===== config.mk =====
export PLATFORM = sky130hd
export DESIGN_NAME = crfd_back
export DESIGN_NICKNAME = d
export VERILOG_FILES = /design/src/rtl/crfd_pkg.sv /design/src/rtl/crfd_back.sv
export SDC_FILE = /design/constraint.sdc
export NUM_CORES = 1
export LEC_CHECK = 0
export BUFFER_PORTS_ARGS = -buffer_cell sky130_fd_sc_hd__buf_2
export CORE_ASPECT_RATIO = 0.6
export CORE_UTILIZATION = 45
export DETAILED_ROUTE_END_ITERATION = 16
export GPL_ROUTABILITY_DRIVEN = 0
export PLACE_DENSITY = 0.75
export SLEW_MARGIN = 20
export SYNTH_ARGS = -nofsm -noshare
export SYNTH_HDL_FRONTEND = slang
export SYNTH_SLANG_ARGS = --single-unit

===== constraint.sdc =====
create_clock -name clk_i -period 11 [get_ports clk_i]
set_clock_uncertainty 0.2 [all_clocks]
set_input_delay 2.2 -clock clk_i [delete_from_list [all_inputs] [get_ports clk_i]]
set_output_delay 2.2 -clock clk_i [all_outputs]
set_load 0.01 [all_outputs]

===== src/rtl/crfd_pkg.sv =====
`default_nettype none

package crfd_pkg;

  localparam int unsigned STEPS      = 10;
  localparam int unsigned S3         = STEPS * STEPS * STEPS;
  localparam int unsigned DIV_M      = 2 * S3;

  localparam int unsigned PT_W       = 24;
  localparam int unsigned COEF_W     = 28;
  localparam int unsigned ACC_W      = 48;
  localparam int unsigned DIV_W      = 56;
  localparam int unsigned FRAC_SHIFT = 16;

  localparam int unsigned DIV_BITS   = 8;
  localparam int unsigned DIV_ITERS  = DIV_W / DIV_BITS;
  localparam int unsigned REM_W      = $clog2(DIV_M) + 1;
  localparam int unsigned ITER_W     = $clog2(DIV_ITERS + 1);

  localparam int unsigned STEP_W     = $clog2(STEPS + 1);

  localparam int unsigned Q_DEPTH    = 2;
  localparam int unsigned QPTR_W     = $clog2(Q_DEPTH);
  localparam int unsigned QCNT_W     = $clog2(Q_DEPTH + 1);

  typedef logic signed [PT_W-1:0]  point_t;
  typedef logic signed [ACC_W-1:0] acc_t;

  typedef struct packed {
    acc_t x0;
    acc_t d1;
    acc_t d2;
    acc_t d3;
  } diff_t;

  typedef struct packed {
    diff_t x;
    diff_t y;
  } diff_set_t;

endpackage

`default_nettype wire


===== src/rtl/crfd_back.sv =====
`default_nettype none

module crfd_back (
  input  logic                  clk_i,
  input  logic                  rst_ni,
  input  logic                  q_valid_i,
  input  crfd_pkg::diff_set_t   q_data_i,
  output logic                  q_pop_o,
  input  logic                  pop_i,
  output logic                  empty_o,
  output crfd_pkg::point_t      vertex_x_o,
  output crfd_pkg::point_t      vertex_y_o,
  output logic                  strip_start_o,
  output logic                  last_o
);

  localparam int unsigned R_W = crfd_pkg::ACC_W + 1 - crfd_pkg::FRAC_SHIFT;

  // round to nearest, ties up, then saturate to the point range
  function automatic crfd_pkg::point_t to_vertex(input crfd_pkg::acc_t v);
    logic [crfd_pkg::ACC_W:0] t;
    logic [R_W-1:0]           r;
    crfd_pkg::point_t         o;
    t = {v[crfd_pkg::ACC_W-1], v}
        + (crfd_pkg::ACC_W + 1)'(1 << (crfd_pkg::FRAC_SHIFT - 1));
    r = t[crfd_pkg::ACC_W:crfd_pkg::FRAC_SHIFT];
    if (!r[R_W-1] && (|r[R_W-1:crfd_pkg::PT_W-1])) begin
      o = {1'b0, {(crfd_pkg::PT_W-1){1'b1}}};
    end else if (r[R_W-1] && !(&r[R_W-1:crfd_pkg::PT_W-1])) begin
      o = {1'b1, {(crfd_pkg::PT_W-1){1'b0}}};
    end else begin
      o = r[crfd_pkg::PT_W-1:0];
    end
    return o;
  endfunction

  logic                         act_q;
  logic [crfd_pkg::STEP_W-1:0]  k_q;
  crfd_pkg::diff_set_t          cur_q;
  logic                         vld_q;
  crfd_pkg::point_t             vx_q, vy_q;
  logic                         ss_q, last_q;

  logic out_rdy, adv, fin, load;

  assign out_rdy = !vld_q || pop_i;
  assign adv     = act_q && out_rdy;
  assign fin     = adv && (k_q == crfd_pkg::STEP_W'(crfd_pkg::STEPS));
  assign load    = q_valid_i && (!act_q || fin);
  assign q_pop_o = load;

  always_ff @(posedge clk_i or negedge rst_ni) begin
    if (!rst_ni) begin
      act_q <= 1'b0;
      k_q   <= '0;
      vld_q <= 1'b0;
    end else begin
      if (load) begin
        act_q <= 1'b1;
        k_q   <= '0;
      end else if (fin) begin
        act_q <= 1'b0;
      end else if (adv) begin
        k_q <= k_q + crfd_pkg::STEP_W'(1);
      end
      if (adv) begin
        vld_q <= 1'b1;
      end else if (pop_i) begin
        vld_q <= 1'b0;
      end
    end
  end

  always_ff @(posedge clk_i) begin
    if (load) begin
      cur_q <= q_data_i;
    end else if (adv) begin
      cur_q.x.x0 <= cur_q.x.x0 + cur_q.x.d1;
      cur_q.x.d1 <= cur_q.x.d1 + cur_q.x.d2;
      cur_q.x.d2 <= cur_q.x.d2 + cur_q.x.d3;
      cur_q.y.x0 <= cur_q.y.x0 + cur_q.y.d1;
      cur_q.y.d1 <= cur_q.y.d1 + cur_q.y.d2;
      cur_q.y.d2 <= cur_q.y.d2 + cur_q.y.d3;
    end
    if (adv) begin
      vx_q   <= to_vertex(cur_q.x.x0);
      vy_q   <= to_vertex(cur_q.y.x0);
      ss_q   <= (k_q == '0);
      last_q <= (k_q == crfd_pkg::STEP_W'(crfd_pkg::STEPS));
    end
  end

  assign empty_o       = !vld_q;
  assign vertex_x_o    = vx_q;
  assign vertex_y_o    = vy_q;
  assign strip_start_o = ss_q;
  assign last_o        = last_q;

endmodule

`default_nettype wire


==> key figures <==
Yosys
  • Largest family of logic cells by synthesized area: compound AO/OA/AOI/OAI gates
  • Top-count cell post-synth: a21oi_1
  • Net Count, Synth: between 4000 and 5000
  • Most common library cells after synthesis: 520 x a21oi_1, 434 x edfxtp_1, 360 x nand2_1
  • Synth unique cells: around 110
  • FFs w/ async S/R, synth: 0.0136
  • Post-Synth Adder-Cell Area: 0.109
  • Top-area cell type share of the netlist area: 0.382
  • Yosys reg bits: 440
  • Compound-Gate Fraction of Synth Area: 0.237
  • Netlist Area Pre-Place: 0.0341 mm^2
  • Top_reg_cell synth: edfxtp_1
  • Synth area leader: edfxtp_1
  • Post-synth EDFFs: 434
  • Simple-gate share of the synthesized area: 0.165
  • Avg Cell Area, Syn: 9.11 um^2
  • Xor/xnor cell area share of the yosys netlist: 0.0706
  • Synth warn: 0
  • Post-synthesis mux area share: 0.00304
  • Synth top area cells: edfxtp_1 38%, ha_1 11%, a21oi_1 7.6%
  • Register area share after synthesis: 0.386
  • Mapped Cells: roughly 3700

Floorplanning
  • Row count: 77
  • Die Y: approximately 220 um
  • Die Area: 0.0770 mm^2
  • Core Footprint: 0.0744 mm^2
  • Initial Utilization: 0.459
  • Die width: about 360 um
  • I/O pins: 440

Critical path
  • CP cell instances: buf_2 > nor2_1 > o21ai_0 > nand2_4 > inv_8 > buf_2
  • R2R setup slack: around 5.6 ns
  • Crit-path max cell delay: about 0.73 ns
  • Startpoint type of the worst setup path: input pin
  • FF-to-FF End: cur_q[189]$_DFFE_PP_
  • Reg2Reg Launch Point: k_q[0]$_DFFE_PN0P_
  • Crit. End Element: output pin
  • CP Max Fanout: 101
  • Crit Path Class: in2out
  • WP data required: 8.60 ns
  • Crit-path most repeated cell: buf_2
  • Crit path DAT: approximately 4.3 ns
  • Critical path's slowest cell: inv_8
  • Worst r2r path cells: 12

Timing
  • Fmax: around 0.15 GHz
  • Final-report hold violation count: 0
  • Fin crit period: roughly 6.7 ns
  • Final-report setup violation count: 0
  • Fin. max-slew vios: 0
  • Slew HR: 0.236
  • Unrepaired setup endpoints after global routing: no
  • Min Hold Slack: ~0.32 ns
  • Worst Tran Pin Value: around 1.1 ns
  • Setup TNS: 0 ns
  • Final period utilization: 0.608

Worst hold path
  • Hold Path Cell Cnt: 2
  • Worst hold path type: reg2reg
  • Hold_sp: vld_q$_DFFE_PN0P_
  • Hold-critical path endpoint: vld_q$_DFFE_PN0P_

Clock network
  • CTS Buf Count: 48
  • Post-CTS Hold Fix Bufs: 0
  • CTS tree: built
  • Worst-Skew Late Latency: ~0.60 ns
  • Post-CTS setup buffers: 0
  • Cts repair resizes: 0
  • H-tree depth: 2
  • Root Buffer: clkbuf_16
  • Max clock buf depth: 3
  • Clock transition at path regs: around 0.05 ns
  • Sinks on the clock net: 440

Global routing
  • Vias in the first global route: about 28000
  • Largest net degree at the start of global routing: between 200 and 250
  • Wire length of the first global-routing pass: 167 mm
  • Antenna violations before repair: 28
  • GRT Resource Usage Total: 0.281
  • Grt total ovfl: 0

Routing
  • DRC viols: 0
  • Post-route ant nets: 0
  • Avg WL per Cell: about 22 um
  • Via count: ~32000
  • First-pass DRT Iterations: 7
  • Drt total wl: around 110 mm
  • DR iter-0 viols: between 4000 and 5000
  • Via density: a little over 6

Placement
  • Final HPWL DP: between 80 and 90 mm
  • Port buffer count: roughly 440

Layout
  • # nets final: ~4800
  • Layout cells sized above 1: 0.143
  • Fillers: a little under 7000
  • Post-layout utilization of the core: 0.519
  • P&R area growth vs syn: 13.2%

Run
  • Max-Cap Viols: 0

Status
  • Status: completed
-- through the flow --
stage	worst slack, ns	area (um^2)	std cells
final	4.31	38600	5128
after global routing	4.10	38600	5125
after CTS	4.27	38600	5113
after detailed placement	4.26	37100	5029
after global placement	4.32	37100	5029
after floorplan	2.87	34100	3747
-- metal layers --
metal	track usage	share of wire	vias up
met5	0	0.0010	-
li1	-	-	14800
met3	0.0888	0.14	147
met4	0.0580	0.019	18
met1	0.451	0.47	14900
met2	0.353	0.37	1740
-- how the worst max path moves through the flow --
stage,startpoint,endpoint,slack (ns)
after global placement,pop_i,q_pop_o,4.32
final,pop_i,q_pop_o,4.31
after detailed placement,pop_i,q_pop_o,4.26
after CTS,pop_i,q_pop_o,4.27
after global routing,pop_i,q_pop_o,4.10
after floorplan,pop_i,cur_q[100]$_DFFE_PP_,2.87
-- sequential cells by signal (all words and copies together) (netlist names) --
| signal | cells |
|---|---|
| vertex_y_o | 24 |
| vld_q | 1 |
| strip_start_o | 1 |
| act_q | 1 |
| vertex_x_o | 24 |
| cur_q | 384 |
| k_q | 4 |
| last_o | 1 |
-- cell families after synthesis --
logic type / after synthesis
XOR/XNOR: 275
AO/OA/AOI/OAI: 1300
flip-flops: 440
AND/OR/NAND/NOR: 1186
buffers and inverters: 242
adder cells (fa/ha/maj): 294
multiplexers: 10
-- layout by cell type, fill, tap and decap left out, drive strengths merged, types with 10 or more instances in the layout --
cell	count
xor2	141
diode	15
nor2b	20
edfxtp	434
o211ai	32
xnor2	134
a21oi	521
a21o	169
or2	16
o21a	25
a211o	10
a21boi	14
o31ai	35
o21bai	48
nand2b	26
nor2	351
nor3b	21
a31oi	44
clkbuf	54
buf	451
o211a	10
and4	26
a221oi	11
and2	34
inv	86
nor3	65
ha	287
and3	57
nor4	15
o21ai	257
nand3	94
or3	14
clkinv	19
a211oi	37
nand2	361
nand4	56
-- critical path, delay by kind of cell --
| kind | cells | cell delay (ns) |
|---|---|---|
| AOI/OAI and AO/OA | 1 | 0.38 |
| buffers and inverters | 3 | 1.06 |
| and+or+nand+nor | 2 | 0.61 |
-- area by class of cell --
class / instances / area, um^2 / area share
inverter: 86 / 330 / 0.00855
tap: 987 / 1230 / 0.0320
multi-input combinational: 3065 / 20000 / 0.518
clock inverter: 30 / 284 / 0.00735
clock buffer: 54 / 1240 / 0.0322
timing repair buffer: 451 / 2310 / 0.0599
antenna: 15 / 37.5 / 0.000972
sequential: 440 / 13200 / 0.341
Power is not shown: default switching activity piles up to over one toggle a cycle in this logic, so the estimate is an artifact.
