`config.mk`:
```
export PLATFORM = sky130hd
export DESIGN_NAME = crfd_queue
export DESIGN_NICKNAME = d
export VERILOG_FILES = /design/src/rtl/crfd_pkg.sv /design/src/rtl/crfd_queue.sv
export SDC_FILE = /design/constraint.sdc
export NUM_CORES = 1
export LEC_CHECK = 0
export BUFFER_PORTS_ARGS = -buffer_cell sky130_fd_sc_hd__buf_2
export CORE_AREA = 2 2 302 304
export CTS_CLUSTER_DIAMETER = 200
export CTS_CLUSTER_SIZE = 28
export DETAILED_ROUTE_END_ITERATION = 6
export DIE_AREA = 0 0 304 306
export PLACE_DENSITY = 0.57
export SYNTH_ARGS = -nofsm -noshare
export SYNTH_HDL_FRONTEND = slang
export SYNTH_SLANG_ARGS = --single-unit
```
`constraint.sdc`:
```
create_clock -name clk_i -period 37.3 [get_ports clk_i]
set_input_delay 1.865 -clock clk_i [delete_from_list [all_inputs] [get_ports clk_i]]
set_output_delay 1.865 -clock clk_i [all_outputs]
set_load 0.02 [all_outputs]
```
`src/rtl/crfd_pkg.sv`:
```
`default_nettype none

package crfd_pkg;

  localparam int unsigned STEPS      = 10;
  localparam int unsigned S3         = STEPS * STEPS * STEPS;
  localparam int unsigned DIV_M      = 2 * S3;

  localparam int unsigned PT_W       = 24;
  localparam int unsigned COEF_W     = 28;
  localparam int unsigned ACC_W      = 48;
  localparam int unsigned DIV_W      = 56;
  localparam int unsigned FRAC_SHIFT = 16;

  localparam int unsigned DIV_BITS   = 8;
  localparam int unsigned DIV_ITERS  = DIV_W / DIV_BITS;
  localparam int unsigned REM_W      = $clog2(DIV_M) + 1;
  localparam int unsigned ITER_W     = $clog2(DIV_ITERS + 1);

  localparam int unsigned STEP_W     = $clog2(STEPS + 1);

  localparam int unsigned Q_DEPTH    = 2;
  localparam int unsigned QPTR_W     = $clog2(Q_DEPTH);
  localparam int unsigned QCNT_W     = $clog2(Q_DEPTH + 1);

  typedef logic signed [PT_W-1:0]  point_t;
  typedef logic signed [ACC_W-1:0] acc_t;

  typedef struct packed {
    acc_t x0;
    acc_t d1;
    acc_t d2;
    acc_t d3;
  } diff_t;

  typedef struct packed {
    diff_t x;
    diff_t y;
  } diff_set_t;

endpackage

`default_nettype wire

```
`src/rtl/crfd_queue.sv`:
```
`default_nettype none

module crfd_queue (
  input  logic                  clk_i,
  input  logic                  rst_ni,
  input  logic                  push_i,
  input  crfd_pkg::diff_set_t   data_i,
  output logic                  full_o,
  input  logic                  pop_i,
  output logic                  valid_o,
  output crfd_pkg::diff_set_t   data_o
);

  crfd_pkg::diff_set_t          mem_q [crfd_pkg::Q_DEPTH];
  logic [crfd_pkg::QPTR_W-1:0]  wr_ptr_q, rd_ptr_q;
  logic [crfd_pkg::QCNT_W-1:0]  cnt_q;
  logic                         do_push, do_pop;

  function automatic logic [crfd_pkg::QPTR_W-1:0] ptr_next(
      input logic [crfd_pkg::QPTR_W-1:0] p);
    return (p == crfd_pkg::QPTR_W'(crfd_pkg::Q_DEPTH - 1)) ? '0 : p + crfd_pkg::QPTR_W'(1);
  endfunction

  assign full_o  = (cnt_q == crfd_pkg::QCNT_W'(crfd_pkg::Q_DEPTH));
  assign valid_o = (cnt_q != '0);
  assign do_push = push_i && !full_o;
  assign do_pop  = pop_i && valid_o;
  assign data_o  = mem_q[rd_ptr_q];

  always_ff @(posedge clk_i or negedge rst_ni) begin
    if (!rst_ni) begin
      wr_ptr_q <= '0;
      rd_ptr_q <= '0;
      cnt_q    <= '0;
    end else begin
      if (do_push) begin
        wr_ptr_q <= ptr_next(wr_ptr_q);
      end
      if (do_pop) begin
        rd_ptr_q <= ptr_next(rd_ptr_q);
      end
      if (do_push && !do_pop) begin
        cnt_q <= cnt_q + crfd_pkg::QCNT_W'(1);
      end else if (do_pop && !do_push) begin
        cnt_q <= cnt_q - crfd_pkg::QCNT_W'(1);
      end
    end
  end

  always_ff @(posedge clk_i) begin
    if (do_push) begin
      mem_q[wr_ptr_q] <= data_i;
    end
  end

endmodule

`default_nettype wire

```
==> metrics.log, run 1 <==
[metrics] run status: finished, final reports clean
[metrics] detail-routed via count per cell: between 4 and 5
[metrics] largest net degree at the start of global routing: around 130
[metrics] number of H-tree levels: 1
[metrics] routed wire length: 65900 um
[metrics] Worst Setup Start Kind: flip-flop
[metrics] Die X: between 300 and 400 um
[metrics] netlist area before placement: approximately 28000 um^2
[metrics] tightest slew margin relative to the limit: approximately 29%
[metrics] Hold Crit Class: flip-flop to flip-flop
[metrics] number of nets in the finished design: around 2400
[metrics] maximum fanout along the worst path: 131
[metrics] # Post-CTS Setup Buffers: 0
[metrics] Final Power: roughly 2.6 mW
[metrics] total congestion overflow: 0
[metrics] Routed met3 length: just over 5000 um
[metrics] Residual DRC: 0
[metrics] CTS sink cnt: 772
[metrics] crit path time final: around 6.6 ns
[metrics] Crit Path Category: flip-flop to output port
[metrics] arrival time at the worst endpoint: approximately 4.7 ns
[metrics] share of layout cells above drive strength 1: between 50 and 60%
[metrics] setup repair after global routing missed its margin: no
[metrics] effective utilization at floorplan: a little under a third
[metrics] top routing layer in use: met5
[metrics] final setup violation count: 0
[metrics] biggest area contributors in the synthesized netlist: edfxtp_1, mux2_2, buf_6
[metrics] clock slew at reported path FFs: 0.10 ns
[metrics] Clock Tree Buf Depth: 3
[metrics] final-report max-slew violation count: 0
[metrics] growth of design area from synthesis to finish: 21.1%
[metrics] vias after detailed routing: around 14000
[metrics] fmax: between 150 and 200 MHz
[metrics] synth unique cells: 16
[metrics] total met2 wirelength after detailed routing: approximately 35000 um
[metrics] standard cell core area: about 90000 um^2
[metrics] final worst-path cycle share: between 10% and 20%
[metrics] Boundary Pins: 774
[metrics] share of Yosys cell area claimed by the top area cell type: roughly four fifths
[metrics] area of the die: approximately 93000 um^2
[metrics] CTS Buf Count: 31
[metrics] crit path capture type: output port
[metrics] largest area contributor in the synthesized netlist: edfxtp_1
[metrics] count of placed standard cells including taps: roughly 3100
[metrics] flip-flop and latch count after synthesis: between 700 and 800
[metrics] register-to-register path setup slack: approximately 33 ns
[metrics] initial antenna violation count: 23
[metrics] count of routing violations after the opening detailed-route iteration: slightly below 900
[metrics] P_leak: around 12 nW
[metrics] row count: 110
[metrics] WP data required: about 35 ns
[metrics] MaxCap Viol Count: 0
[metrics] Fin Setup TNS: 0 ns
[metrics] weighted congestion reported at the end of routability-driven placement: ~0.8
[metrics] number of instances in the synthesized netlist: between 1000 and 1500
[metrics] length of the first detailed-routing pass in iterations: 5
[metrics] Final Skew: 0.0231 ns
[metrics] Hold Fails Final Rpt: 0
[metrics] Avg Synthesized Cell Area: approximately 23 um^2
[metrics] worst path setup slack after routing: roughly 30 ns
[metrics] first-pass GRT wire length: 94300 um
[metrics] root buffer cell: clkbuf_16
[metrics] slew at the pin with the worst max-slew slack: around 1.1 ns
[metrics] floorplan die height: just over 300 um
[metrics] Clock Latency Late Sink: around 0.64 ns
[metrics] HPWL Detailed: 46600 um
[metrics] number of nets in the synthesized netlist: approximately 1600
[metrics] post-cts gate resize count: 0
[metrics] maximum ir drop on the vdd rail: 0.0000499 V
[metrics] TritonCTS clock tree: done
[metrics] vias in the first global route: approximately 15000
[metrics] post-place setup slack: approximately 31 ns
[metrics] total number of yosys warnings: 0
[metrics] final cell count without fillers: roughly 3200
[metrics] count of nets left with antenna violations after detail routing: 0
[metrics] Port Buffer Count: 773
[metrics] Metal-1 WL: between 20000 and 25000 um
[metrics] power per unit of standard cell area: roughly 76 nW/um^2
[metrics] global-route total usage across every layer: a little over an eighth
[metrics] hold-fix buffer count after cts: 0
[metrics] proportion of synthesized chip area in sequential cells: 82.2%
[metrics] per-cell routed wire length: 20.5 um
==> cell type report <==
cell class              instances  area [um^2]
diodes                         14         35.0
well taps                    1176         1470
clock inverters                 1         16.3
inverters                       2         7.51
clock buffers                  56          870
multi-input cells             397         4540
repair buffers                788         3990
flip-flops and latches        772        23200
fillers                      8329        55500
==> report_power, final <==
group	switching [mW]	internal, mW
registers	0.0533	1.19
logic	0.604	0.357
clock network	0.249	0.160
total	0.906	1.70
==> cells in the mapped netlist <==
master,number
ha_1,1
xor2_1,2
inv_1,2
nand2_1,2
mux2_1,2
xnor2_1,3
buf_6,40
mux2_2,352
and3_1,1
or2_2,1
nor2_1,2
edfxtp_1,768
buf_2,3
nand2b_1,1
mux2_4,30
dfrtp_1,4
==> through the flow <==
stage               util, %  area (um^2)  hold slack, ns
floorplan                 -        28200           0.456
global route           38.0        34100           0.527
detailed placement     37.0        33200           0.500
finish                 38.1        34100           0.510
CTS                    38.0        34100           0.516
global placement       37.0        33200           0.470
==> worst paths after layout <==
check | end | cells past startpoint | start
max | data_o[298] | 5 | rd_ptr_q
min | cnt_q[1] | 1 | cnt_q[1]
max reg2reg | mem_q[0][253] | 6 | cnt_q[0]
min reg2reg | cnt_q[1] | 1 | cnt_q[1]
max in group asynchronous | rd_ptr_q | 1 | rst_ni
min in group asynchronous | wr_ptr_q | 1 | rst_ni
==> cells in the final DEF (no fill, tap or decap) <==
| cell type | instances |
|---|---|
| clkbuf_16 | 31 |
| buf_4 | 14 |
| buf_2 | 773 |
| xnor2_1 | 3 |
| buf_12 | 1 |
| dfrtp_1 | 3 |
| clkbuf_1 | 25 |
| mux2_4 | 30 |
| ha_1 | 1 |
| and3_4 | 1 |
| edfxtp_1 | 768 |
| mux2_2 | 352 |
| diode_2 | 14 |
| dfrtp_4 | 1 |
| or2_2 | 1 |
| nand2_1 | 2 |
| xor2_1 | 2 |
| mux2_1 | 2 |
| nor2_1 | 1 |
| inv_1 | 2 |
| nand2b_1 | 1 |
| clkinv_8 | 1 |
| nor2_4 | 1 |
==> critical path, stage by stage (launching register included) <==
cell and delay [ns]:
dfrtp_4 0.94, buf_4 0.85, buf_12 0.59, buf_4 0.83
mux2_2 0.42, buf_2 0.16
==> metal layers <==
layer / track usage (%) / vias to the layer above
met5: 0 / -
met4: 4.51 / 14
met3: 3.86 / 106
met2: 24.2 / 516
met1: 14.9 / 7008
li1: - / 6390
==> registers in the layout (all words and copies together) (netlist names) <==
| signal | cells |
|---|---|
| cnt_q | 2 |
| rd_ptr_q | 1 |
| wr_ptr_q | 1 |
| mem_q | 768 |
==> logic make-up (layout without fill, tap and decap cells) <==
logic type | after synthesis | count (layout) | share of synthesized area [%]
other | 0 | 14 | 0
buffers and inverters | 45 | 847 | 1.68
DFF | 772 | 772 | 82.2
and+or+nand+nor | 7 | 7 | 0.120
adders and majority gates | 1 | 1 | 0.0444
xor gates and xnor gates | 5 | 5 | 0.156
muxes | 384 | 384 | 15.8
Note: power is estimated with default switching activity, not from simulation.
==> run 2, diff against run 1 <==
- clock period: 37.3 -> 6.5 ns (I/O delays scaled with it)
==> run 2 against run 1 <==
Net effect:
- register-to-register slack worse by 29 ns
- cell count is 11% higher
- largest cell class unchanged
- die area stayed put
- worst hold slack worse by 0.43 ns
- highest routed layer unchanged
- design area is 11% higher
==> metrics.log, run 2 (synthesis gave the netlist of run 1 again) <==
[metrics] run status: finished, final reports clean
[metrics] row count: 110
[metrics] area of the die: a little over 90000 um^2
[metrics] Residual DRC: 0
[metrics] global-route total usage across every layer: around 13%
[metrics] clock slew at reported path FFs: about 0.1 ns
[metrics] vias in the first global route: about 17000
[metrics] first-pass GRT wire length: slightly below 100000 um
[metrics] setup repair after global routing missed its margin: no
[metrics] final setup violation count: 0
[metrics] Register-to-Register Path Depth: 5
[metrics] total congestion overflow: 0
[metrics] fill cell total of the finished layout: 7978
[metrics] vias after detailed routing: about 15000
[metrics] worst r2r src: cnt_q[0]
[metrics] floorplan die height: 306 um
[metrics] largest net degree at the start of global routing: between 150 and 200
[metrics] TritonCTS clock tree: done
[metrics] final worst-path cycle share: between 50% and 60%
[metrics] initial antenna violation count: 4
[metrics] root buffer cell: clkbuf_16
[metrics] hold-fix buffer count after cts: approximately 390
[metrics] count of routing violations after the opening detailed-route iteration: between 900 and 1000
[metrics] Clock Latency Late Sink: 0.62 ns
[metrics] Final Skew: ~0.014 ns
[metrics] most common cell after layout, fill and taps aside: buf_2
[metrics] number of nets in the finished design: ~2800
[metrics] CTS sink cnt: a little under 800
[metrics] fraction of power consumed by combinational cells: roughly two fifths
[metrics] largest registers in the final layout: mem_q: 768 flops, cnt_q: 2 flops
[metrics] P_leak: around 14 nW
[metrics] HPWL Detailed: roughly 44000 um
[metrics] Port Buffer Count: just under 800
[metrics] share of total power in sequential cells: roughly 47%
[metrics] Switch Pwr: 5.23 mW
[metrics] crit path time final: about 3.4 ns
[metrics] # Post-CTS Setup Buffers: 0
[metrics] Crit Path Category: flip-flop to output port
[metrics] standard cell core area: 89600 um^2
[metrics] arrival time at the worst endpoint: approximately 3 ns
[metrics] share of layout cells above drive strength 1: 50.5%
[metrics] WP data required: approximately 6.2 ns
[metrics] effective utilization at floorplan: between 30% and 40%
[metrics] count of nets left with antenna violations after detail routing: 0
[metrics] register with the most flip-flops: mem_q
[metrics] growth of design area from synthesis to finish: 34.7%
[metrics] post-place setup slack: ~3.6 ns
[metrics] Clock Power Share: 15.1%
[metrics] combined flip-flop and latch cell area: 23200 um^2
[metrics] Hold Crit Class: input port to asynchronous set/reset pin
[metrics] routed wire length: around 66000 um
[metrics] maximum ir drop on the vdd rail: between 0.0004 and 0.0005 V
[metrics] slew at the pin with the worst max-slew slack: 1.13 ns
[metrics] area of the multi-input gates: between 4000 and 5000 um^2
[metrics] crit path capture type: output port
[metrics] Fin Setup TNS: 0 ns
[metrics] CTS Buf Count: 31
[metrics] maximum fanout along the worst path: about 150
[metrics] Boundary Pins: ~770
[metrics] number of antenna diodes: 0
[metrics] detail-routed via count per cell: roughly 4.3
[metrics] post-cts gate resize count: 0
[metrics] length of the first detailed-routing pass in iterations: 4
[metrics] fmax: just under 300 MHz
[metrics] Die X: 304 um
[metrics] commonest non-fill, non-tap cells in the layout: buf_2, edfxtp_1, dlygate4sd3_1, mux2_2, clkbuf_16
[metrics] register-to-register path setup slack: about 3.6 ns
[metrics] per-cell routed wire length: 18.4 um
[metrics] tightest slew margin relative to the limit: about a quarter
[metrics] MaxCap Viol Count: 0
[metrics] Clock Tree Buf Depth: 3
[metrics] power per unit of standard cell area: approximately 400 nW/um^2
[metrics] worst path setup slack after routing: around 3.1 ns
[metrics] number of H-tree levels: 1
[metrics] weighted congestion reported at the end of routability-driven placement: 0.785
[metrics] switching fraction of total power: 34.5%
[metrics] Largest register FFs: 768
[metrics] Crit Reg-Reg Endpoint: mem_q[0][176]
[metrics] Worst Setup Start Kind: flip-flop
[metrics] final-report max-slew violation count: 0
[metrics] Hold Fails Final Rpt: 0
[metrics] Pint: just under 10 mW
==> run 2: changes by cell type in the layout (fill, tap and decap cells not counted), sizes merged <==
cell,before,now
diode,14,0
clkbuf,56,43
buf,788,784
dlygate4sd3,0,387
==> run 2: area by class of cell <==
cell class              instances  area share, %
clock inverters                 1         0.0429
multi-input cells             397           12.0
well taps                    1176           3.88
clock buffers                  43           2.16
inverters                       2         0.0198
flip-flops and latches        772           61.1
repair buffers               1171           20.8
==> run 2: how the worst max path moves through the flow <==
| stage | to | slack, ns | depth (start not counted) | startpoint |
|---|---|---|---|---|
| floorplan | mem_q[0][0] | -0.18 | 3 | cnt_q[0] |
| global placement | mem_q[0][292] | 3.60 | 5 | cnt_q[0] |
| CTS | data_o[314] | 3.09 | 3 | rd_ptr_q |
| detailed placement | mem_q[0][292] | 3.55 | 5 | cnt_q[0] |
| global route | data_o[314] | 2.98 | 3 | rd_ptr_q |
| finish | data_o[50] | 3.13 | 3 | rd_ptr_q |
==> run 2: critical path, cell delays in order, from the launching register on <==
cell and delay [ns]:
dfrtp_4 0.91, buf_12 0.54, mux2_2 0.44, buf_2 0.16
==> run 2: per-stage QoR <==
step                      std cells  util [%]  power (mW)  hold WS [ns]  area, um^2
after floorplan                1214         -        11.3        0.0294       28200
after global placement         3131      37.1        12.8         0.140       33200
after detailed placement       3131      37.1        12.9         0.148       33200
after CTS                      3562      42.3        15.3        0.0375       37900
after global routing           3562      42.3        15.8        0.0445       37900
final                          3562      42.3        15.1        0.0782       37900
==> run 2: layer usage <==
metal / vias up / routed length (um) / track usage (%)
li1: 7135 / - / -
met1: 7682 / 24400 / 14.7
met2: 473 / 35600 / 25.8
met3: 84 / 3910 / 3.15
met4: 2 / 1710 / 3.34
met5: - / 14 / 0
==> run 2: power groups by stage <==
stage | combinational (mW) | clock, mW | sequential (mW)
after global placement | 5.62 | 0 | 7.15
after CTS | 5.87 | 2.39 | 7.09
after floorplan | 3.98 | 0 | 7.30
after detailed placement | 5.64 | 0 | 7.21
after global routing | 6.10 | 2.55 | 7.18
final | 5.78 | 2.29 | 7.08
