**src/rtl/crfd_pkg.sv**
```systemverilog
`default_nettype none

package crfd_pkg;

  localparam int unsigned STEPS      = 10;
  localparam int unsigned S3         = STEPS * STEPS * STEPS;
  localparam int unsigned DIV_M      = 2 * S3;

  localparam int unsigned PT_W       = 24;
  localparam int unsigned COEF_W     = 28;
  localparam int unsigned ACC_W      = 48;
  localparam int unsigned DIV_W      = 56;
  localparam int unsigned FRAC_SHIFT = 16;

  localparam int unsigned DIV_BITS   = 8;
  localparam int unsigned DIV_ITERS  = DIV_W / DIV_BITS;
  localparam int unsigned REM_W      = $clog2(DIV_M) + 1;
  localparam int unsigned ITER_W     = $clog2(DIV_ITERS + 1);

  localparam int unsigned STEP_W     = $clog2(STEPS + 1);

  localparam int unsigned Q_DEPTH    = 2;
  localparam int unsigned QPTR_W     = $clog2(Q_DEPTH);
  localparam int unsigned QCNT_W     = $clog2(Q_DEPTH + 1);

  typedef logic signed [PT_W-1:0]  point_t;
  typedef logic signed [ACC_W-1:0] acc_t;

  typedef struct packed {
    acc_t x0;
    acc_t d1;
    acc_t d2;
    acc_t d3;
  } diff_t;

  typedef struct packed {
    diff_t x;
    diff_t y;
  } diff_set_t;

endpackage

`default_nettype wire

```
**src/rtl/crfd_div.sv**
```systemverilog
`default_nettype none

module crfd_div (
  input  logic                                clk_i,
  input  logic                                rst_ni,
  input  logic                                start_i,
  input  logic signed [crfd_pkg::DIV_W-1:0]   dividend_i,
  output logic                                done_o,
  output crfd_pkg::acc_t                      quotient_o
);

  logic                             run_q, run_d;
  logic [crfd_pkg::ITER_W-1:0]      cnt_q, cnt_d;
  logic                             neg_q, neg_d;
  logic [crfd_pkg::DIV_W-1:0]       quo_q, quo_d;
  logic [crfd_pkg::REM_W-1:0]       rem_q, rem_d;
  logic [crfd_pkg::DIV_W-1:0]       quo_signed;

  // floor division by a constant: negative dividends go through ~d + m
  always_comb begin
    quo_d = quo_q;
    rem_d = rem_q;
    cnt_d = cnt_q;
    run_d = run_q;
    neg_d = neg_q;
    if (start_i) begin
      neg_d = dividend_i[crfd_pkg::DIV_W-1];
      quo_d = dividend_i[crfd_pkg::DIV_W-1] ?
              (~dividend_i + crfd_pkg::DIV_W'(crfd_pkg::DIV_M)) : dividend_i;
      rem_d = '0;
      cnt_d = crfd_pkg::ITER_W'(crfd_pkg::DIV_ITERS);
      run_d = 1'b1;
    end else if (run_q && (cnt_q != '0)) begin
      for (int i = 0; i < crfd_pkg::DIV_BITS; i++) begin
        rem_d = {rem_d[crfd_pkg::REM_W-2:0], quo_d[crfd_pkg::DIV_W-1]};
        quo_d = {quo_d[crfd_pkg::DIV_W-2:0], 1'b0};
        if (rem_d >= crfd_pkg::REM_W'(crfd_pkg::DIV_M)) begin
          rem_d    = rem_d - crfd_pkg::REM_W'(crfd_pkg::DIV_M);
          quo_d[0] = 1'b1;
        end
      end
      cnt_d = cnt_q - crfd_pkg::ITER_W'(1);
    end
  end

  always_ff @(posedge clk_i or negedge rst_ni) begin
    if (!rst_ni) begin
      run_q <= 1'b0;
      cnt_q <= '0;
    end else begin
      run_q <= run_d;
      cnt_q <= cnt_d;
    end
  end

  always_ff @(posedge clk_i) begin
    quo_q <= quo_d;
    rem_q <= rem_d;
    neg_q <= neg_d;
  end

  assign quo_signed = neg_q ? (~quo_q + crfd_pkg::DIV_W'(1)) : quo_q;
  assign quotient_o = quo_signed[crfd_pkg::ACC_W-1:0];
  assign done_o     = run_q && (cnt_q == '0);

endmodule

`default_nettype wire

```
**src/rtl/crfd_front.sv**
```systemverilog
`default_nettype none

module crfd_front (
  input  logic                  clk_i,
  input  logic                  rst_ni,
  input  logic                  push_i,
  output logic                  full_o,
  input  logic                  first_point_i,
  input  crfd_pkg::point_t      point_x_i,
  input  crfd_pkg::point_t      point_y_i,
  input  logic                  q_full_i,
  output logic                  q_push_o,
  output crfd_pkg::diff_set_t   q_data_o
);

  localparam logic [1:0] ST_IDLE = 2'd0;
  localparam logic [1:0] ST_NUM  = 2'd1;
  localparam logic [1:0] ST_DIV  = 2'd2;
  localparam logic [1:0] ST_HOLD = 2'd3;

  typedef logic signed [crfd_pkg::COEF_W-1:0] coef_w_t;
  typedef logic signed [crfd_pkg::DIV_W-1:0]  div_w_t;

  typedef struct packed {
    coef_w_t a;
    coef_w_t b;
    coef_w_t c;
  } coef_t;

  typedef struct packed {
    div_w_t d1;
    div_w_t d2;
    div_w_t d3;
  } div_in_t;

  function automatic coef_t calc_coef(input crfd_pkg::point_t w0, input crfd_pkg::point_t w1,
                                      input crfd_pkg::point_t w2, input crfd_pkg::point_t p3);
    coef_t   r;
    coef_w_t e0, e1, e2, e3;
    e0  = crfd_pkg::COEF_W'(w0);
    e1  = crfd_pkg::COEF_W'(w1);
    e2  = crfd_pkg::COEF_W'(w2);
    e3  = crfd_pkg::COEF_W'(p3);
    r.a = e3 - e0 + crfd_pkg::COEF_W'(3) * (e1 - e2);
    r.b = crfd_pkg::COEF_W'(2) * e0 - crfd_pkg::COEF_W'(5) * e1
          + crfd_pkg::COEF_W'(4) * e2 - e3;
    r.c = e2 - e0;
    return r;
  endfunction

  function automatic div_w_t to_dividend(input div_w_t num);
    return (num <<< crfd_pkg::FRAC_SHIFT) + crfd_pkg::DIV_W'(crfd_pkg::S3);
  endfunction

  function automatic div_in_t calc_div_in(input coef_t cf);
    div_in_t r;
    div_w_t  a, b, c;
    a    = crfd_pkg::DIV_W'(cf.a);
    b    = crfd_pkg::DIV_W'(cf.b);
    c    = crfd_pkg::DIV_W'(cf.c);
    r.d1 = to_dividend(a + b * crfd_pkg::DIV_W'(crfd_pkg::STEPS)
                       + c * crfd_pkg::DIV_W'(crfd_pkg::STEPS * crfd_pkg::STEPS));
    r.d2 = to_dividend(a * crfd_pkg::DIV_W'(6) + b * crfd_pkg::DIV_W'(2 * crfd_pkg::STEPS));
    r.d3 = to_dividend(a * crfd_pkg::DIV_W'(6));
    return r;
  endfunction

  logic [1:0]       state_q;
  logic [1:0]       held_q;
  logic             start_q;
  crfd_pkg::point_t wx_q [3];
  crfd_pkg::point_t wy_q [3];
  coef_t            cx_q, cy_q;
  crfd_pkg::acc_t   x0x_q, x0y_q;
  div_in_t          dvx_q, dvy_q;

  logic             accept;
  logic             div_done;
  logic             div_fin;
  logic [5:0]       done;
  crfd_pkg::acc_t   qx1, qx2, qx3, qy1, qy2, qy3;

  assign full_o   = (state_q != ST_IDLE);
  assign accept   = push_i && !full_o;
  assign div_done = &done;
  assign div_fin  = (state_q == ST_DIV) && div_done && !start_q;
  assign q_push_o = !q_full_i && (div_fin || (state_q == ST_HOLD));

  always_ff @(posedge clk_i or negedge rst_ni) begin
    if (!rst_ni) begin
      state_q <= ST_IDLE;
      held_q  <= 2'd0;
      start_q <= 1'b0;
      for (int i = 0; i < 3; i++) begin
        wx_q[i] <= '0;
        wy_q[i] <= '0;
      end
    end else begin
      unique case (state_q)
        ST_IDLE: begin
          if (accept) begin
            if (first_point_i) begin
              wx_q[0] <= '0;
              wx_q[1] <= '0;
              wx_q[2] <= point_x_i;
              wy_q[0] <= '0;
              wy_q[1] <= '0;
              wy_q[2] <= point_y_i;
              held_q  <= 2'd1;
            end else begin
              wx_q[0] <= wx_q[1];
              wx_q[1] <= wx_q[2];
              wx_q[2] <= point_x_i;
              wy_q[0] <= wy_q[1];
              wy_q[1] <= wy_q[2];
              wy_q[2] <= point_y_i;
              if (held_q != 2'd3) begin
                held_q <= held_q + 2'd1;
              end else begin
                state_q <= ST_NUM;
              end
            end
          end
        end
        ST_NUM: begin
          start_q <= 1'b1;
          state_q <= ST_DIV;
        end
        ST_DIV: begin
          start_q <= 1'b0;
          if (div_fin) begin
            state_q <= q_full_i ? ST_HOLD : ST_IDLE;
          end
        end
        ST_HOLD: begin
          if (!q_full_i) begin
            state_q <= ST_IDLE;
          end
        end
        default: state_q <= ST_IDLE;
      endcase
    end
  end

  always_ff @(posedge clk_i) begin
    if (accept) begin
      cx_q  <= calc_coef(wx_q[0], wx_q[1], wx_q[2], point_x_i);
      cy_q  <= calc_coef(wy_q[0], wy_q[1], wy_q[2], point_y_i);
      x0x_q <= crfd_pkg::ACC_W'(wx_q[1]) <<< crfd_pkg::FRAC_SHIFT;
      x0y_q <= crfd_pkg::ACC_W'(wy_q[1]) <<< crfd_pkg::FRAC_SHIFT;
    end
    if (state_q == ST_NUM) begin
      dvx_q <= calc_div_in(cx_q);
      dvy_q <= calc_div_in(cy_q);
    end
  end

  crfd_div u_div_x1 (.clk_i, .rst_ni, .start_i(start_q), .dividend_i(dvx_q.d1),
                     .done_o(done[0]), .quotient_o(qx1));
  crfd_div u_div_x2 (.clk_i, .rst_ni, .start_i(start_q), .dividend_i(dvx_q.d2),
                     .done_o(done[1]), .quotient_o(qx2));
  crfd_div u_div_x3 (.clk_i, .rst_ni, .start_i(start_q), .dividend_i(dvx_q.d3),
                     .done_o(done[2]), .quotient_o(qx3));
  crfd_div u_div_y1 (.clk_i, .rst_ni, .start_i(start_q), .dividend_i(dvy_q.d1),
                     .done_o(done[3]), .quotient_o(qy1));
  crfd_div u_div_y2 (.clk_i, .rst_ni, .start_i(start_q), .dividend_i(dvy_q.d2),
                     .done_o(done[4]), .quotient_o(qy2));
  crfd_div u_div_y3 (.clk_i, .rst_ni, .start_i(start_q), .dividend_i(dvy_q.d3),
                     .done_o(done[5]), .quotient_o(qy3));

  always_comb begin
    q_data_o.x.x0 = x0x_q;
    q_data_o.x.d1 = qx1;
    q_data_o.x.d2 = qx2;
    q_data_o.x.d3 = qx3;
    q_data_o.y.x0 = x0y_q;
    q_data_o.y.d1 = qy1;
    q_data_o.y.d2 = qy2;
    q_data_o.y.d3 = qy3;
  end

endmodule

`default_nettype wire

```
**config.mk**
```make
export PLATFORM = sky130hd
export DESIGN_NAME = crfd_front
export DESIGN_NICKNAME = d
export VERILOG_FILES = /design/src/rtl/crfd_pkg.sv /design/src/rtl/crfd_div.sv /design/src/rtl/crfd_front.sv
export SDC_FILE = /design/constraint.sdc
export NUM_CORES = 2
export LEC_CHECK = 0
export BUFFER_PORTS_ARGS = -buffer_cell sky130_fd_sc_hd__buf_4
export CAP_MARGIN = 20
export CORE_MARGIN = 8
export CORE_UTILIZATION = 44
export CTS_BUF_LIST = sky130_fd_sc_hd__clkbuf_16
export DETAILED_ROUTE_END_ITERATION = 7
export GPL_ROUTABILITY_DRIVEN = 0
export PLACE_DENSITY = 0.68
export SYNTH_ARGS = -nofsm -noshare
export SYNTH_HDL_FRONTEND = slang
export SYNTH_SLANG_ARGS = --single-unit
```
**constraint.sdc**
```tcl
create_clock -name clk_i -period 12.05 [get_ports clk_i]
set_clock_uncertainty 0.05 [all_clocks]
set_input_delay 0.6025 -clock clk_i [delete_from_list [all_inputs] [get_ports clk_i]]
set_output_delay 0.6025 -clock clk_i [all_outputs]
set_load 0.01 [all_outputs]
```
==> results.sh <==
export IMPL_synth_top_cell_area_share_pct=24.1
export IMPL_post_synth_instance_area_sq_mm=0.0955
export IMPL_cts_clk_slew_worst_paths_ns=0.07
export IMPL_route_detailed_drc=6
export IMPL_finalWorstPathRequiredPeriod_ns=11.19
export IMPL_initial_utilization_pct=44.1
export IMPL_groute_layer_met3_usage_pct=3.73
export IMPL_grt_usage_pct=22.2
export IMPL_yosys_warnings=0
export IMPL_setup_viol=0
export IMPL_setup_ws_ns=0.861
export IMPL_crit_path_top_delay_cell="a21oi_1"
export IMPL_synth_cell_types=145
export IMPL_worst_pin_slew_ns=1.10
export IMPL_crit_path_end_kind="register"
export IMPL_synthArstFlopShare_pct=16.8
export IMPL_via_per_inst=5.72
export IMPL_drv_cap=0
export IMPL_dieArea_sq_mm=0.232
export IMPL_top_usage_layer="met2"
export IMPL_fmaxAchievable_ghz=0.0894
export IMPL_gr_total_overflow=0
export IMPL_root_buffer="clkbuf_16"
export IMPL_seqCellArea_sq_mm=0.0286
export IMPL_fillers=20000
export IMPL_synth_area_leaders="edfxtp_1 24%, ha_1 12%, fa_1 9.1%, xnor2_1 6.1%, inv_1 4.8%"
export IMPL_post_cts_setup_buffers=0
export IMPL_grt_max_degree=158
export IMPL_cp_max_fo=12
export IMPL_path_delay_family="compound AO/OA/AOI/OAI gates"
export IMPL_rows=171
export IMPL_gr_usage_met2_pct=33.7
export IMPL_r2r_start="u_div_y1.rem_q[3]"
export IMPL_place_hpwl_um=217000
export IMPL_clock_latency_ns=0.78
export IMPL_synth_edf_count=768
export IMPL_status="finished, violations left"
export IMPL_multi_input_area_sq_mm=0.0611
export IMPL_r2r_end="u_div_y1.rem_q[6]"
export IMPL_hold_class="in2reg"
export IMPL_grt_first_pass_wirelength_um=418000
export IMPL_ioPinCount=439
export IMPL_whs_path_depth=3
export IMPL_failed_checks="DRC"
export IMPL_slew_viol_final=0
export IMPL_final_hold_viol_count=0
export IMPL_rrSetupSlack_ns=0.86
export IMPL_reg2regPathDepth=37
export IMPL_core_sq_mm=0.217
export IMPL_dr_pass1_iters=8
export IMPL_fp_dieW_um=482
export IMPL_numCtsBuffers=115
export IMPL_critPathRequiredTime_ns=12.66
export IMPL_setup_tns_ns=0
export IMPL_portBuffers=406
export IMPL_synthFlopType="edfxtp_1"
export IMPL_place_ws_ns=0.978
export IMPL_drive_gt1_share_pct=8.28
export IMPL_yosysTopAreaCell="edfxtp_1"
export IMPL_worstHoldStart="point_x_i[7]"
export IMPL_nets=12100
export IMPL_synthToLayoutAreaGrowth_pct=10.1
export IMPL_grt_pass1_vias=75300
export IMPL_synthCells=10400
export IMPL_wl_um=269000
export IMPL_final_cell_count_no_fill=13600
export IMPL_cts_tree="built"
export IMPL_drtIter0Drc=7110
export IMPL_hold_slack_ns=0.0807
export IMPL_grt_setup_unrepaired="no"
export IMPL_grt_use_met1_pct=31.6
export IMPL_hold_end="wx_q[7]"
export IMPL_antenna_found_initial=21
export IMPL_numClockSinks=1002
export IMPL_dp_cells=13400
export IMPL_die_h_um=482
export IMPL_wl_per_cell_um=19.7
export IMPL_clock_path_buffers=3
export IMPL_min_period_over_period_pct=92.9
export IMPL_critical_path_class="reg2reg"
export IMPL_cts_max_level=3
export IMPL_cp_num_buf_inv=4
export IMPL_critPathMaxStageDelay_ns=0.73
export IMPL_ys_ff_latch=1002
export IMPL_avgSynthCellArea_sq_um=9.23
export IMPL_crit_arrival_ns=11.79
export IMPL_ant_nets=0
export IMPL_ys_seq_area_share_pct=29.9
export IMPL_startpoint_type="register"
export IMPL_route_vias_total=77900
export IMPL_max_slew_margin_rel_pct=26.4
[stage by stage]
stage                     cell area (sq um)  util (%)
after floorplan                       95600         -
after global placement               101000      46.7
final                                105000      48.6
after CTS                            105000      48.5
after detailed placement             101000      46.7
after global routing                 105000      48.6
[flip-flops by register name, summed over array words and instances, names as in the netlist, 72 cells and up]
register  count
cy_q         81
dvx_q       108
dvy_q       108
wy_q         72
cx_q         81
wx_q         72
[area by class of cell]
cell class | count | share of cell area (%)
Tap cell | 2854 | 3.40
Timing Repair Buffer | 472 | 3.47
Inverter | 1225 | 4.38
Sequential cell | 1002 | 27.2
Clock inverter | 101 | 0.703
Clock buffer | 117 | 2.78
Antenna cell | 9 | 0.0214
Multi-Input combinational cell | 7849 | 58.1
[placed cells by master (no fill, tap or decap), types with 66 or more instances in the layout]
cell type	count
inv_1	1233
ha_1	932
nor2_1	801
edfxtp_1	768
nand2_1	748
o21ai_0	671
xnor2_1	664
a21oi_1	619
buf_4	442
fa_1	435
xor2_1	329
o31ai_1	207
dfrtp_1	167
nand3_1	158
nor3_1	155
a21boi_0	151
or3_1	133
clkbuf_16	117
nor2b_1	113
nand2b_1	104
or4_1	103
o41ai_1	94
o21a_1	78
a21o_1	77
o21bai_1	72
a31oi_1	67
dfxtp_1	66
[cell usage after synthesis, types with 54 or more instances]
cell,number
inv_1,1221
ha_1,933
nor2_1,801
edfxtp_1,768
nand2_1,749
o21ai_0,671
xnor2_1,664
a21oi_1,619
fa_1,435
xor2_1,329
clkbuf_1,208
o31ai_1,207
dfrtp_1,168
nand3_1,158
nor3_1,155
a21boi_0,151
or3_1,133
nor2b_1,113
nand2b_1,104
or4_1,103
o41ai_1,94
o21a_1,78
a21o_1,77
o21bai_1,72
a31oi_1,67
dfxtp_1,66
mux2i_1,65
nand3b_1,63
and2_1,62
a31o_2,60
and3_1,60
o211ai_1,60
buf_4,57
or2_2,54
[timing repair]
action,CTS,global route
gates resized for setup,0,1
setup endpoints to repair,0,6
endpoints found under the hold margin,90,0
hold buffers,27,0
[worst reg2reg max path: cells and delay by family, from the launching register on]
kind	cells	cell delay, ns
buffers and inverters	4	0.40
flip-flops	1	0.36
adder cells (fa/ha/maj)	4	1.27
AND/OR/NAND/NOR	9	1.93
XOR/XNOR	3	1.30
AO/OA/AOI/OAI	17	5.77
[kinds of logic (layout without fill, tap and decap cells)]
kind of cell             Yosys count  in the layout  synth area share (%)
other                              1             41               0.00393
multiplexers                     104            104                  1.17
AO/OA/AOI/OAI                   2613           2613                  18.1
flip-flops                      1002           1002                  29.9
XOR/XNOR                         998            998                  9.20
adder cells (fa/ha/maj)         1376           1376                  21.4
buffers and inverters           1530           1915                  6.30
AND/OR/NAND/NOR                 2726           2726                  13.9
[worst max-delay path by stage]
stage,start,to,slack [ns],cells past startpoint
2_1_floorplan,u_div_y1.rem_q[3],u_div_y1.rem_q[9],3.32,39
3_3_place_gp,u_div_y1.rem_q[3],u_div_y1.rem_q[5],1.69,37
3_5_place_dp,u_div_y1.rem_q[3],u_div_y1.rem_q[6],0.98,37
4_1_cts,u_div_y1.rem_q[3],u_div_y1.rem_q[6],0.93,37
5_1_grt,u_div_y1.rem_q[3],u_div_y1.rem_q[6],0.07,37
6_report,u_div_y1.rem_q[3],u_div_y1.rem_q[6],0.86,37
[metal layers]
metal,wire (um),share of wire [%]
met1,123000,46
met2,114000,42
met3,19900,7.4
met4,11700,4.4
met5,70,0.026
Power is left out: the tool's default activity adds up to more than one toggle a clock period on the data nets, which glitch-free logic cannot reach.
